**src/bba_pkg.sv**
```systemverilog
// Package for the buddy block allocator: field widths, codes, defaults and
// sequencer states. No dependencies.
package bba_pkg;

  // Parameter defaults
  localparam int MAX_ORDER_DEF = 6;
  localparam int ID_BITS_DEF   = 16;

  // Fixed field widths
  localparam int KIND_W  = 1;
  localparam int OWNER_W = 16;
  localparam int SIZE_W  = 7;
  localparam int COUNT_W = 7;
  localparam int ORD_W   = 3;

  // Configuration port
  localparam int CFG_AW = 3;
  localparam int CFG_DW = 32;
  localparam logic [CFG_AW-3:0] REG_TOTAL_ORDER = 1'b0;

  // Item kinds
  localparam logic [KIND_W-1:0] KIND_ALLOC = 1'b0;
  localparam logic [KIND_W-1:0] KIND_QUERY = 1'b1;

  // Result status
  localparam logic STAT_OK  = 1'b0;
  localparam logic STAT_OOM = 1'b1;

  typedef enum logic [3:0] {
    ST_INIT,
    ST_IDLE,
    ST_SCAN,
    ST_PLAN,
    ST_SHIFT,
    ST_FILL,
    ST_DONE,
    ST_QRD,
    ST_QOUT
  } bba_state_t;

endpackage

```
**src/bba_if.sv**
```systemverilog
// Valid/ready channel interfaces for the allocator's request and result beats.
// Depends on bba_pkg.
interface bba_in_if import bba_pkg::*; ();
  logic               valid;
  logic               ready;
  logic [KIND_W-1:0]  kind;
  logic [OWNER_W-1:0] owner_id;
  logic [SIZE_W-1:0]  request_size;

  modport source (output valid, kind, owner_id, request_size, input ready);
  modport sink   (input valid, kind, owner_id, request_size, output ready);
endinterface

interface bba_out_if import bba_pkg::*; ();
  logic               valid;
  logic               ready;
  logic [COUNT_W-1:0] block_count;
  logic [OWNER_W-1:0] block_owner;
  logic               is_last;
  logic               status;

  modport source (output valid, block_count, block_owner, is_last, status, input ready);
  modport sink   (input valid, block_count, block_owner, is_last, status, output ready);
endinterface

```
**src/buddy_block_allocator.sv**
```systemverilog
// Buddy block allocator top level: table memory, sequencer and APB register.
// Depends on bba_pkg and the channel interfaces in bba_if.sv.

// The block keeps an address-ordered table of power-of-two blocks in a
// single-port-read, single-port-write memory of 2^MAX_ORDER entries; after
// reset or any write of total_order it holds one free block of that order
// (entry 0 is written first, input not ready meanwhile). One item is
// worked at a time; in_if.ready is high only while the sequencer is idle.
// After its accept, an allocate beat scans the N blocks in the table, one
// read per block (the scan ends on an exact fit), plans the split when no
// exact fit exists, shifts any entries above the split block up by d,
// writes d + 1 fill entries (d = order difference, 0 on an exact fit, no
// fill on out of memory) and loads the result: all of it paced by the one
// memory read port and the one order compare. It answers with one beat.
// A query beat answers with N beats, one memory read per block. Sizes above
// the pool, no free block large enough, or a split that would overflow the
// table give status out of memory with the table unchanged.
// Blocks are never freed.
// A result register parts the output; back-pressure only stalls the sequencer.
module buddy_block_allocator import bba_pkg::*; #(
  parameter int MAX_ORDER = MAX_ORDER_DEF,
  parameter int ID_BITS   = ID_BITS_DEF
) (
  input  logic              clk,
  input  logic              rst_n,
  bba_in_if.sink            in_if,
  bba_out_if.source         out_if,
  input  logic              cfg_psel,
  input  logic              cfg_penable,
  input  logic              cfg_pwrite,
  input  logic [CFG_AW-1:0] cfg_paddr,
  input  logic [CFG_DW-1:0] cfg_pwdata,
  output logic [CFG_DW-1:0] cfg_prdata,
  output logic              cfg_pready
);

  localparam int DEPTH = 1 << MAX_ORDER;
  localparam int AW    = MAX_ORDER;
  localparam int CNT_W = MAX_ORDER + 1;
  localparam int OWN_W = (ID_BITS < OWNER_W) ? ID_BITS : OWNER_W;
  localparam int MW    = ORD_W + OWN_W;

  // size rounded up to an order: count of powers 2^i below size, i = 0..6
  function automatic logic [ORD_W-1:0] size_to_order(input logic [SIZE_W-1:0] size);
    logic [ORD_W-1:0] k;
    k = '0;
    for (int i = 0; i < SIZE_W; i++) begin
      if ((SIZE_W+1)'(1 << i) < (SIZE_W+1)'(size)) begin
        k = k + ORD_W'(1);
      end
    end
    return k;
  endfunction

  // table memory: {order, owner} per entry
  logic [MW-1:0] mem [DEPTH];
  logic [MW-1:0] rdata_r;
  logic          re, we;
  logic [AW-1:0] ra, wa;
  logic [MW-1:0] wd;

  always_ff @(posedge clk) begin
    if (we) begin
      mem[wa] <= wd;
    end
    if (re) begin
      rdata_r <= mem[ra];
    end
  end

  logic [ORD_W-1:0] rd_ord;
  logic [OWN_W-1:0] rd_own;
  logic             rd_free;
  assign rd_ord  = rdata_r[MW-1 -: ORD_W];
  assign rd_own  = rdata_r[OWN_W-1:0];
  assign rd_free = (rd_own == '0);

  // sequencer registers
  bba_state_t       state_r, state_nxt;
  logic [ORD_W-1:0] tord_r, tord_nxt;
  logic [CNT_W-1:0] cnt_r, cnt_nxt;
  logic [OWN_W-1:0] owner_r, owner_nxt;
  logic [ORD_W-1:0] k_r, k_nxt;
  logic [CNT_W-1:0] idx_r, idx_nxt;        // scan issue index
  logic [AW-1:0]    ev_idx_r, ev_idx_nxt;  // index of data in rdata_r
  logic             pend_r, pend_nxt;
  logic             big_v_r, big_v_nxt;
  logic [AW-1:0]    big_idx_r, big_idx_nxt;
  logic [ORD_W-1:0] big_ord_r, big_ord_nxt;
  logic [AW-1:0]    base_r, base_nxt;
  logic [ORD_W-1:0] d_r, d_nxt;
  logic [AW-1:0]    sj_r, sj_nxt;          // shift read index
  logic [AW-1:0]    swj_r, swj_nxt;        // index whose data is in flight
  logic             spend_r, spend_nxt;
  logic             sdone_r, sdone_nxt;
  logic [ORD_W-1:0] m_r, m_nxt;
  logic             status_r, status_nxt;
  logic [AW-1:0]    qi_r, qi_nxt;

  // result register
  logic               out_valid_r, out_valid_nxt;
  logic [COUNT_W-1:0] out_count_r, out_count_nxt;
  logic [OWNER_W-1:0] out_owner_r, out_owner_nxt;
  logic               out_last_r, out_last_nxt;
  logic               out_status_r, out_status_nxt;

  logic slot_free;
  logic cfg_wr;
  logic cfg_hit;
  logic q_last;

  assign slot_free = !out_valid_r || out_if.ready;
  assign cfg_hit   = (cfg_paddr[CFG_AW-1:2] == REG_TOTAL_ORDER);
  assign cfg_wr    = cfg_psel && cfg_penable && cfg_pwrite && cfg_pready && cfg_hit;
  assign q_last    = ((CNT_W'(qi_r) + CNT_W'(1)) == cnt_r);

  assign cfg_pready = 1'b1;
  assign cfg_prdata = cfg_hit ? CFG_DW'(tord_r) : '0;

  assign in_if.ready        = (state_r == ST_IDLE);
  assign out_if.valid       = out_valid_r;
  assign out_if.block_count = out_count_r;
  assign out_if.block_owner = out_owner_r;
  assign out_if.is_last     = out_last_r;
  assign out_if.status      = out_status_r;

  always_ff @(posedge clk) begin
    if (!rst_n) begin
      state_r     <= ST_INIT;
      tord_r      <= ORD_W'(MAX_ORDER);
      cnt_r       <= CNT_W'(1);
      pend_r      <= 1'b0;
      big_v_r     <= 1'b0;
      spend_r     <= 1'b0;
      sdone_r     <= 1'b0;
      out_valid_r <= 1'b0;
    end else begin
      state_r     <= state_nxt;
      tord_r      <= tord_nxt;
      cnt_r       <= cnt_nxt;
      pend_r      <= pend_nxt;
      big_v_r     <= big_v_nxt;
      spend_r     <= spend_nxt;
      sdone_r     <= sdone_nxt;
      out_valid_r <= out_valid_nxt;
    end
  end

  always_ff @(posedge clk) begin
    owner_r      <= owner_nxt;
    k_r          <= k_nxt;
    idx_r        <= idx_nxt;
    ev_idx_r     <= ev_idx_nxt;
    big_idx_r    <= big_idx_nxt;
    big_ord_r    <= big_ord_nxt;
    base_r       <= base_nxt;
    d_r          <= d_nxt;
    sj_r         <= sj_nxt;
    swj_r        <= swj_nxt;
    m_r          <= m_nxt;
    status_r     <= status_nxt;
    qi_r         <= qi_nxt;
    out_count_r  <= out_count_nxt;
    out_owner_r  <= out_owner_nxt;
    out_last_r   <= out_last_nxt;
    out_status_r <= out_status_nxt;
  end

  always_comb begin
    state_nxt      = state_r;
    tord_nxt       = tord_r;
    cnt_nxt        = cnt_r;
    owner_nxt      = owner_r;
    k_nxt          = k_r;
    idx_nxt        = idx_r;
    ev_idx_nxt     = ev_idx_r;
    pend_nxt       = pend_r;
    big_v_nxt      = big_v_r;
    big_idx_nxt    = big_idx_r;
    big_ord_nxt    = big_ord_r;
    base_nxt       = base_r;
    d_nxt          = d_r;
    sj_nxt         = sj_r;
    swj_nxt        = swj_r;
    spend_nxt      = spend_r;
    sdone_nxt      = sdone_r;
    m_nxt          = m_r;
    status_nxt     = status_r;
    qi_nxt         = qi_r;
    out_count_nxt  = out_count_r;
    out_owner_nxt  = out_owner_r;
    out_last_nxt   = out_last_r;
    out_status_nxt = out_status_r;
    out_valid_nxt  = out_valid_r && !out_if.ready;
    re = 1'b0;
    ra = '0;
    we = 1'b0;
    wa = '0;
    wd = '0;

    case (state_r)
      ST_INIT: begin
        // table restarts as one free block of total order
        we        = 1'b1;
        wa        = '0;
        wd        = {tord_r, OWN_W'(0)};
        cnt_nxt   = CNT_W'(1);
        state_nxt = ST_IDLE;
      end

      ST_IDLE: begin
        if (in_if.valid) begin
          owner_nxt = in_if.owner_id[OWN_W-1:0];
          k_nxt     = size_to_order(in_if.request_size);
          if (in_if.kind == KIND_QUERY) begin
            qi_nxt    = '0;
            state_nxt = ST_QRD;
          end else begin
            idx_nxt   = '0;
            pend_nxt  = 1'b0;
            big_v_nxt = 1'b0;
            state_nxt = ST_SCAN;
          end
        end
      end

      ST_SCAN: begin
        // one read issued and one entry checked per cycle
        if (pend_r && rd_free && (rd_ord == k_r)) begin
          base_nxt   = ev_idx_r;
          d_nxt      = '0;
          m_nxt      = '0;
          pend_nxt   = 1'b0;
          status_nxt = STAT_OK;
          state_nxt  = ST_FILL;
        end else begin
          if (pend_r && rd_free && (rd_ord > k_r) && !big_v_r) begin
            big_v_nxt   = 1'b1;
            big_idx_nxt = ev_idx_r;
            big_ord_nxt = rd_ord;
          end
          if (idx_r < cnt_r) begin
            re         = 1'b1;
            ra         = idx_r[AW-1:0];
            ev_idx_nxt = idx_r[AW-1:0];
            pend_nxt   = 1'b1;
            idx_nxt    = idx_r + CNT_W'(1);
          end else begin
            pend_nxt = 1'b0;
            if (!pend_r) begin
              state_nxt = ST_PLAN;
            end
          end
        end
      end

      ST_PLAN: begin
        // split the first larger free block down to the needed order at once, or give out of memory
        if (!big_v_r) begin
          status_nxt = STAT_OOM;
          state_nxt  = ST_DONE;
        end else if ((CNT_W+1)'(cnt_r) + (CNT_W+1)'(big_ord_r - k_r)
                     > (CNT_W+1)'(DEPTH)) begin
          status_nxt = STAT_OOM;
          state_nxt  = ST_DONE;
        end else begin
          status_nxt = STAT_OK;
          d_nxt      = big_ord_r - k_r;
          base_nxt   = big_idx_r;
          m_nxt      = '0;
          if ((CNT_W'(big_idx_r) + CNT_W'(1)) < cnt_r) begin
            sj_nxt    = AW'(cnt_r - CNT_W'(1));
            spend_nxt = 1'b0;
            sdone_nxt = 1'b0;
            state_nxt = ST_SHIFT;
          end else begin
            state_nxt = ST_FILL;
          end
        end
      end

      ST_SHIFT: begin
        // move entries above the split block up by d, top entry first
        if (spend_r) begin
          we = 1'b1;
          wa = AW'(CNT_W'(swj_r) + CNT_W'(d_r));
          wd = rdata_r;
        end
        if (!sdone_r) begin
          re        = 1'b1;
          ra        = sj_r;
          swj_nxt   = sj_r;
          spend_nxt = 1'b1;
          if (sj_r == base_r + AW'(1)) begin
            sdone_nxt = 1'b1;
          end else begin
            sj_nxt = sj_r - AW'(1);
          end
        end else begin
          spend_nxt = 1'b0;
          if (!spend_r) begin
            state_nxt = ST_FILL;
          end
        end
      end

      ST_FILL: begin
        // owned block at base, then free buddies of orders k, k+1, ...
        we = 1'b1;
        wa = base_r + AW'(m_r);
        if (m_r == '0) begin
          wd = {k_r, owner_r};
        end else begin
          wd = {k_r + m_r - ORD_W'(1), OWN_W'(0)};
        end
        if (m_r == d_r) begin
          cnt_nxt   = cnt_r + CNT_W'(d_r);
          state_nxt = ST_DONE;
        end else begin
          m_nxt = m_r + ORD_W'(1);
        end
      end

      ST_DONE: begin
        if (slot_free) begin
          out_valid_nxt  = 1'b1;
          out_count_nxt  = COUNT_W'(cnt_r);
          out_owner_nxt  = OWNER_W'(owner_r);
          out_last_nxt   = 1'b1;
          out_status_nxt = status_r;
          state_nxt      = ST_IDLE;
        end
      end

      ST_QRD: begin
        re        = 1'b1;
        ra        = qi_r;
        state_nxt = ST_QOUT;
      end

      ST_QOUT: begin
        if (slot_free) begin
          out_valid_nxt  = 1'b1;
          out_count_nxt  = COUNT_W'(cnt_r);
          out_owner_nxt  = OWNER_W'(rd_own);
          out_last_nxt   = q_last;
          out_status_nxt = STAT_OK;
          if (q_last) begin
            state_nxt = ST_IDLE;
          end else begin
            qi_nxt    = qi_r + AW'(1);
            state_nxt = ST_QRD;
          end
        end
      end

      default: begin
        state_nxt = ST_INIT;
      end
    endcase

    // register write restarts the table; the user must write it only while idle, the block does not enforce it
    if (cfg_wr) begin
      if (cfg_pwdata[ORD_W-1:0] > ORD_W'(MAX_ORDER)) begin
        tord_nxt = ORD_W'(MAX_ORDER);
      end else begin
        tord_nxt = cfg_pwdata[ORD_W-1:0];
      end
      state_nxt = ST_INIT;
    end
  end

endmodule

```
**src/flat_wrapper.sv**
```systemverilog
// flat-port wrapper written by rule: the top's interface ports become plain ports
module buddy_block_allocator_flat import bba_pkg::*;
#(
  parameter int MAX_ORDER = MAX_ORDER_DEF,
  parameter int ID_BITS   = ID_BITS_DEF
)
  (clk, rst_n, cfg_psel, cfg_penable, cfg_pwrite, cfg_paddr, cfg_pwdata, cfg_prdata, cfg_pready, in_if_valid, in_if_kind, in_if_owner_id, in_if_request_size, in_if_ready, out_if_valid, out_if_block_count, out_if_block_owner, out_if_is_last, out_if_status, out_if_ready);
  bba_in_if in_if_i ();
  bba_out_if out_if_i ();
  input  logic clk;
  input  logic rst_n;
  input  logic cfg_psel;
  input  logic cfg_penable;
  input  logic cfg_pwrite;
  input  logic [CFG_AW-1:0] cfg_paddr;
  input  logic [CFG_DW-1:0] cfg_pwdata;
  output logic [CFG_DW-1:0] cfg_prdata;
  output logic cfg_pready;
  input wire logic [$bits(in_if_i.valid)-1:0] in_if_valid;
  input wire logic [$bits(in_if_i.kind)-1:0] in_if_kind;
  input wire logic [$bits(in_if_i.owner_id)-1:0] in_if_owner_id;
  input wire logic [$bits(in_if_i.request_size)-1:0] in_if_request_size;
  output wire logic [$bits(in_if_i.ready)-1:0] in_if_ready;
  output wire logic [$bits(out_if_i.valid)-1:0] out_if_valid;
  output wire logic [$bits(out_if_i.block_count)-1:0] out_if_block_count;
  output wire logic [$bits(out_if_i.block_owner)-1:0] out_if_block_owner;
  output wire logic [$bits(out_if_i.is_last)-1:0] out_if_is_last;
  output wire logic [$bits(out_if_i.status)-1:0] out_if_status;
  input wire logic [$bits(out_if_i.ready)-1:0] out_if_ready;
  assign in_if_i.valid = in_if_valid;
  assign in_if_i.kind = in_if_kind;
  assign in_if_i.owner_id = in_if_owner_id;
  assign in_if_i.request_size = in_if_request_size;
  assign in_if_ready = in_if_i.ready;
  assign out_if_valid = out_if_i.valid;
  assign out_if_block_count = out_if_i.block_count;
  assign out_if_block_owner = out_if_i.block_owner;
  assign out_if_is_last = out_if_i.is_last;
  assign out_if_status = out_if_i.status;
  assign out_if_i.ready = out_if_ready;
  buddy_block_allocator #(.MAX_ORDER(MAX_ORDER), .ID_BITS(ID_BITS)) u_core (.clk(clk), .rst_n(rst_n), .in_if(in_if_i), .out_if(out_if_i), .cfg_psel(cfg_psel), .cfg_penable(cfg_penable), .cfg_pwrite(cfg_pwrite), .cfg_paddr(cfg_paddr), .cfg_pwdata(cfg_pwdata), .cfg_prdata(cfg_prdata), .cfg_pready(cfg_pready));
endmodule
```
**config.mk**
```make
export PLATFORM = sky130hd
export DESIGN_NAME = buddy_block_allocator_flat
export DESIGN_NICKNAME = d
export VERILOG_FILES = /design/src/bba_pkg.sv /design/src/bba_if.sv /design/src/buddy_block_allocator.sv /design/src/flat_wrapper.sv
export SDC_FILE = /design/constraint.sdc
export NUM_CORES = 2
export LEC_CHECK = 0
export BUFFER_PORTS_ARGS = -buffer_cell sky130_fd_sc_hd__buf_2
export CELL_PAD_IN_SITES_DETAIL_PLACEMENT = 0
export CELL_PAD_IN_SITES_GLOBAL_PLACEMENT = 2
export CORE_MARGIN = 2
export CORE_UTILIZATION = 48
export DETAILED_ROUTE_END_ITERATION = 8
export HOLD_SLACK_MARGIN = 0.03
export PLACE_DENSITY_LB_ADDON = 0.1
export SYNTH_ARGS = -nofsm -noshare
export SYNTH_HDL_FRONTEND = slang
export SYNTH_SLANG_ARGS = --single-unit
```
**constraint.sdc**
```tcl
create_clock -name clk -period 11.8 [get_ports clk]
set_clock_uncertainty 0.1 [all_clocks]
set_input_delay 1.77 -clock clk [delete_from_list [all_inputs] [get_ports clk]]
set_output_delay 1.77 -clock clk [all_outputs]
set_load 0.01 [all_outputs]
```
==> results by group <==
Global routing
  • Antenna violations before repair: 1
  • Global-route wire length before repair: 223000 um
  • Gr ovfl total: 0
  • Number of global-route vias before repair: 31600
  • Largest net degree at the start of global routing: 113
  • Overall fraction of global-route tracks in use: 0.265

Synth
  • Cell accounting for the most synthesized area: edfxtp_1
  • Number of enable flip-flop cells after synthesis: 1332
  • Share of synthesized registers carrying an async set or reset: 0
  • Main area contributors after synthesis: edfxtp_1 (73%), nand2_1 (6.9%), nand3_1 (3.4%)
  • Most instantiated flip-flop cell in the synthesis netlist: edfxtp_1
  • Synthesis warning total: 0
  • Netlist area before placement: 55100 sq um
  • Most instantiated cells after synthesis: edfxtp_1 (1332), nand2_1 (1012), nand3_1 (374)
  • Most instantiated library cell after synthesis: edfxtp_1
  • Register area share after synthesis: 0.733
  • Number of distinct library cells after synthesis: 79
  • Portion of synthesized cell area occupied by the leading cell type: 0.726
  • Syn Area/Cell: 13.5 sq um
  • Instance count of the mapped netlist: 4081
  • Count of state elements after synthesis: 1351

Clock network
  • Hold buffer count at CTS: 0
  • Sinks on the clock net: 1351
  • Source-to-sink clock delay at the later pin of the worst-skew pair: 760 ps
  • CTS tree: done
  • Buffer count from post-CTS setup fixing: 0
  • Number of buffers added by the clock tree synthesis step: 147
  • Max H-tree Level: 4
  • Number of buffers between clock root and the deepest sink: 3
  • Root buffer selected by CTS: clkbuf_16
  • Post-cts gate resize count: 0
  • Clk pin slew, worst setup/hold paths: 60 ps

Status
  • Outcome: completed

Finish
  • Total Nets Final: 4300
  • Number of fill cells: 9518
  • Area Overhead vs Synth: 12.3%
  • Layout cells sized above 1: 0.109
  • Flip-flop and latch area: 40400 sq um
  • Area of the multi-input gates: 13800 sq um

Critical path
  • Endpoint arrival time on the critical path: 6330 ps
  • Launch instance of the worst register-to-register path: u_core.cnt_r[1]
  • R2R cell count: 13
  • Cells traversed along the worst timing path: inv_1 -> ha_1 -> a31oi_1 -> o2bb2ai_2 -> o31a_2 -> buf_4 -> buf_12 -> nand3_4 -> buf_4 -> o22ai_1 -> a31oi_1 -> o21ai_1 -> a31o_1
  • Top fanout value on the critical path: 105
  • Required time at the worst-slack endpoint: 12310 ps
  • Setup Crit Path Kind: flip-flop to flip-flop
  • CP startpoint kind: flip-flop
  • Reg-to-reg endpoint: u_core.rdata_r[1]
  • Cell at the slowest stage of the critical path: o2bb2ai_2
  • Setup slack on the worst flop-to-flop path: 5980 ps
  • Biggest cell delay along the critical path: 710 ps
  • Endpoint kind of the worst setup timing path: flip-flop

Power
  • Maximum vdd ir drop: 0.000171 V
  • Internal power contribution: 0.00873 W
  • Leakage: 21.6 nW
  • Net switching power: 0.00398 W
  • Sw frac: 0.313
  • Relative contribution of sequential cells to total power: 0.450
  • Share of power burned in combinational logic: 0.209
  • Clock share of power: 0.341
  • Power Dens Cells: 205 nW/um^2
  • Total design power: 0.0127 W

Timing
  • Number of endpoints failing setup at the final stage: 0
  • Setup repair after global routing missed its margin: false
  • Slew HR: 0.166
  • Total Neg Setup Slack: 0 ps
  • Post-route worst hold slack: 374 ps
  • PnR worst setup slack: 5980 ps
  • Final hold vios: 0
  • Transition time at the pin with the least slew margin: 1250 ps
  • Min Clock Period, post-route: 5820 ps
  • Achievable Freq: 0.172 GHz
  • Ratio of final minimum period to clock period: 0.493
  • Final max-slew violation count: 0

Routing
  • Post-route DRC: 0
  • Remaining antenna violation count: 0
  • Initial drt markers: 3756
  • WL final: 156000 um
  • Detail-routed via count per cell: 5.80
  • Vias post-DR: 33700
  • Wire per inst: 26.9 um
  • Initial DRT Pass Iterations: 6

Min path
  • Hold path startpoint: u_core.ev_idx_r[1]
  • Class of the most critical hold timing path: flip-flop to flip-flop
  • Hold-critical path depth: 0
  • Capture endpoint of the worst hold path: u_core.big_idx_r[1]

Placed design
  • Weighted congestion at the end of routability-driven global placement: 0.849
  • Detailed placer's ending HPWL: 90400 um
  • Count of buffers from port buffering: 64
  • Placement-stage worst setup slack: 5910 ps

Job
  • Max-capacitance violation count: 0

Die
  • Top Ports: 126
  • Die outline width: 343 um
  • Vertical die dimension: 343 um
  • Core ar.: 114000 sq um
  • Initial cell density of the core: 0.483
  • Die area: 117000 sq um
  • Cell row count: 124
[per-layer routing]
| metal | part of all wire | up-vias | track usage |
|---|---|---|---|
| li1 | - | 15300 | - |
| met1 | 0.44 | 16900 | 0.390 |
| met2 | 0.46 | 1188 | 0.411 |
| met3 | 0.072 | 210 | 0.0369 |
| met4 | 0.028 | 0 | 0.0838 |
| met5 | 0 | - | 0 |
[flip-flops by register name, summed over array words and instances (netlist names), 3 cells and up]
register,flops
u_core.qi_r,6
u_core.sj_r,6
u_core.rdata_r,19
u_core.state_r,4
u_core.swj_r,6
u_core.tord_r,3
u_core.m_r,3
u_core.owner_r,16
u_core.d_r,3
u_core.mem,1216
u_core.out_if.block_count,7
u_core.cnt_r,7
u_core.k_r,3
u_core.out_if.block_owner,16
u_core.idx_r,7
u_core.ev_idx_r,6
u_core.base_r,6
u_core.big_idx_r,6
u_core.big_ord_r,3
[how the worst max path moves through the flow]
| stage | slack (ps) | cells after the start | to | start |
|---|---|---|---|---|
| floorplan | 6230 | 16 | u_core.k_r[2] | in_if_request_size[6] |
| global placement | 5910 | 16 | u_core.k_r[2] | in_if_request_size[6] |
| detailed placement | 5910 | 16 | u_core.k_r[2] | in_if_request_size[6] |
| CTS | 6000 | 13 | u_core.rdata_r[11] | u_core.cnt_r[1] |
| global route | 5700 | 13 | u_core.rdata_r[11] | u_core.cnt_r[1] |
| finish | 5980 | 13 | u_core.rdata_r[1] | u_core.cnt_r[1] |
[power by group through the flow]
stage / clock (W) / sequential, W / combinational [W]
5_1_grt: 0.00457 / 0.00573 / 0.00281
2_1_floorplan: 0 / 0.00575 / 0.00148
4_1_cts: 0.00441 / 0.00571 / 0.00265
3_3_place_gp: 0 / 0.00581 / 0.00265
6_report: 0.00434 / 0.00572 / 0.00265
3_5_place_dp: 0 / 0.00581 / 0.00264
[cells in the final DEF (no fill, tap or decap), drive strengths merged, types with 30 or more instances in the layout]
cell | netlist | final
conb | 2 | 30
buf | 148 | 171
ha | 49 | 49
nor2 | 157 | 157
inv | 32 | 33
clkinv | 0 | 48
nand4 | 64 | 64
o21ai | 63 | 63
clkbuf | 101 | 203
mux2i | 158 | 158
edfxtp | 1332 | 1332
nand3 | 376 | 376
xnor2 | 45 | 45
a31oi | 153 | 153
nand2 | 1012 | 1012
a21oi | 33 | 33
o22ai | 76 | 76
[per-stage QoR]
step                cell area, sq um  cells  utilization
floorplan                      55200   4109            -
global placement               57400   5543        0.503
detailed placement             57400   5543        0.503
CTS                            61900   5802        0.543
global route                   61900   5802        0.543
finish                         61900   5803        0.543
[cell families (layout without fill, tap and decap cells)]
logic type,count (synthesis),in the layout,share of synthesized area
simple gates,1699,1699,0.133
mux,162,162,0.0295
fa+ha+maj,54,54,0.0129
compound gates,470,470,0.0580
other cells,2,31,0.000136
xor+xnor,62,62,0.00986
flops,1351,1351,0.733
buf+inv,281,462,0.0238
[worst max-delay path, delay by kind of cell, from the launching register on]
| family | cells | cell delay, ps |
|---|---|---|
| AOI/OAI and AO/OA | 7 | 2310 |
| adders and majority gates | 1 | 330 |
| buffers and inverters | 4 | 1770 |
| DFF | 1 | 530 |
| and+or+nand+nor | 1 | 430 |
[cell type report]
class                   instances  share of cell area
flip-flops and latches       1351               0.653
multi-input cells            2477               0.224
clock buffers                 203              0.0642
well taps                    1512              0.0306
repair buffers                171              0.0188
clock inverters                56             0.00829
inverters                      32             0.00194
diodes                          1           0.0000404
Note: power is estimated with default switching activity, not from simulation.
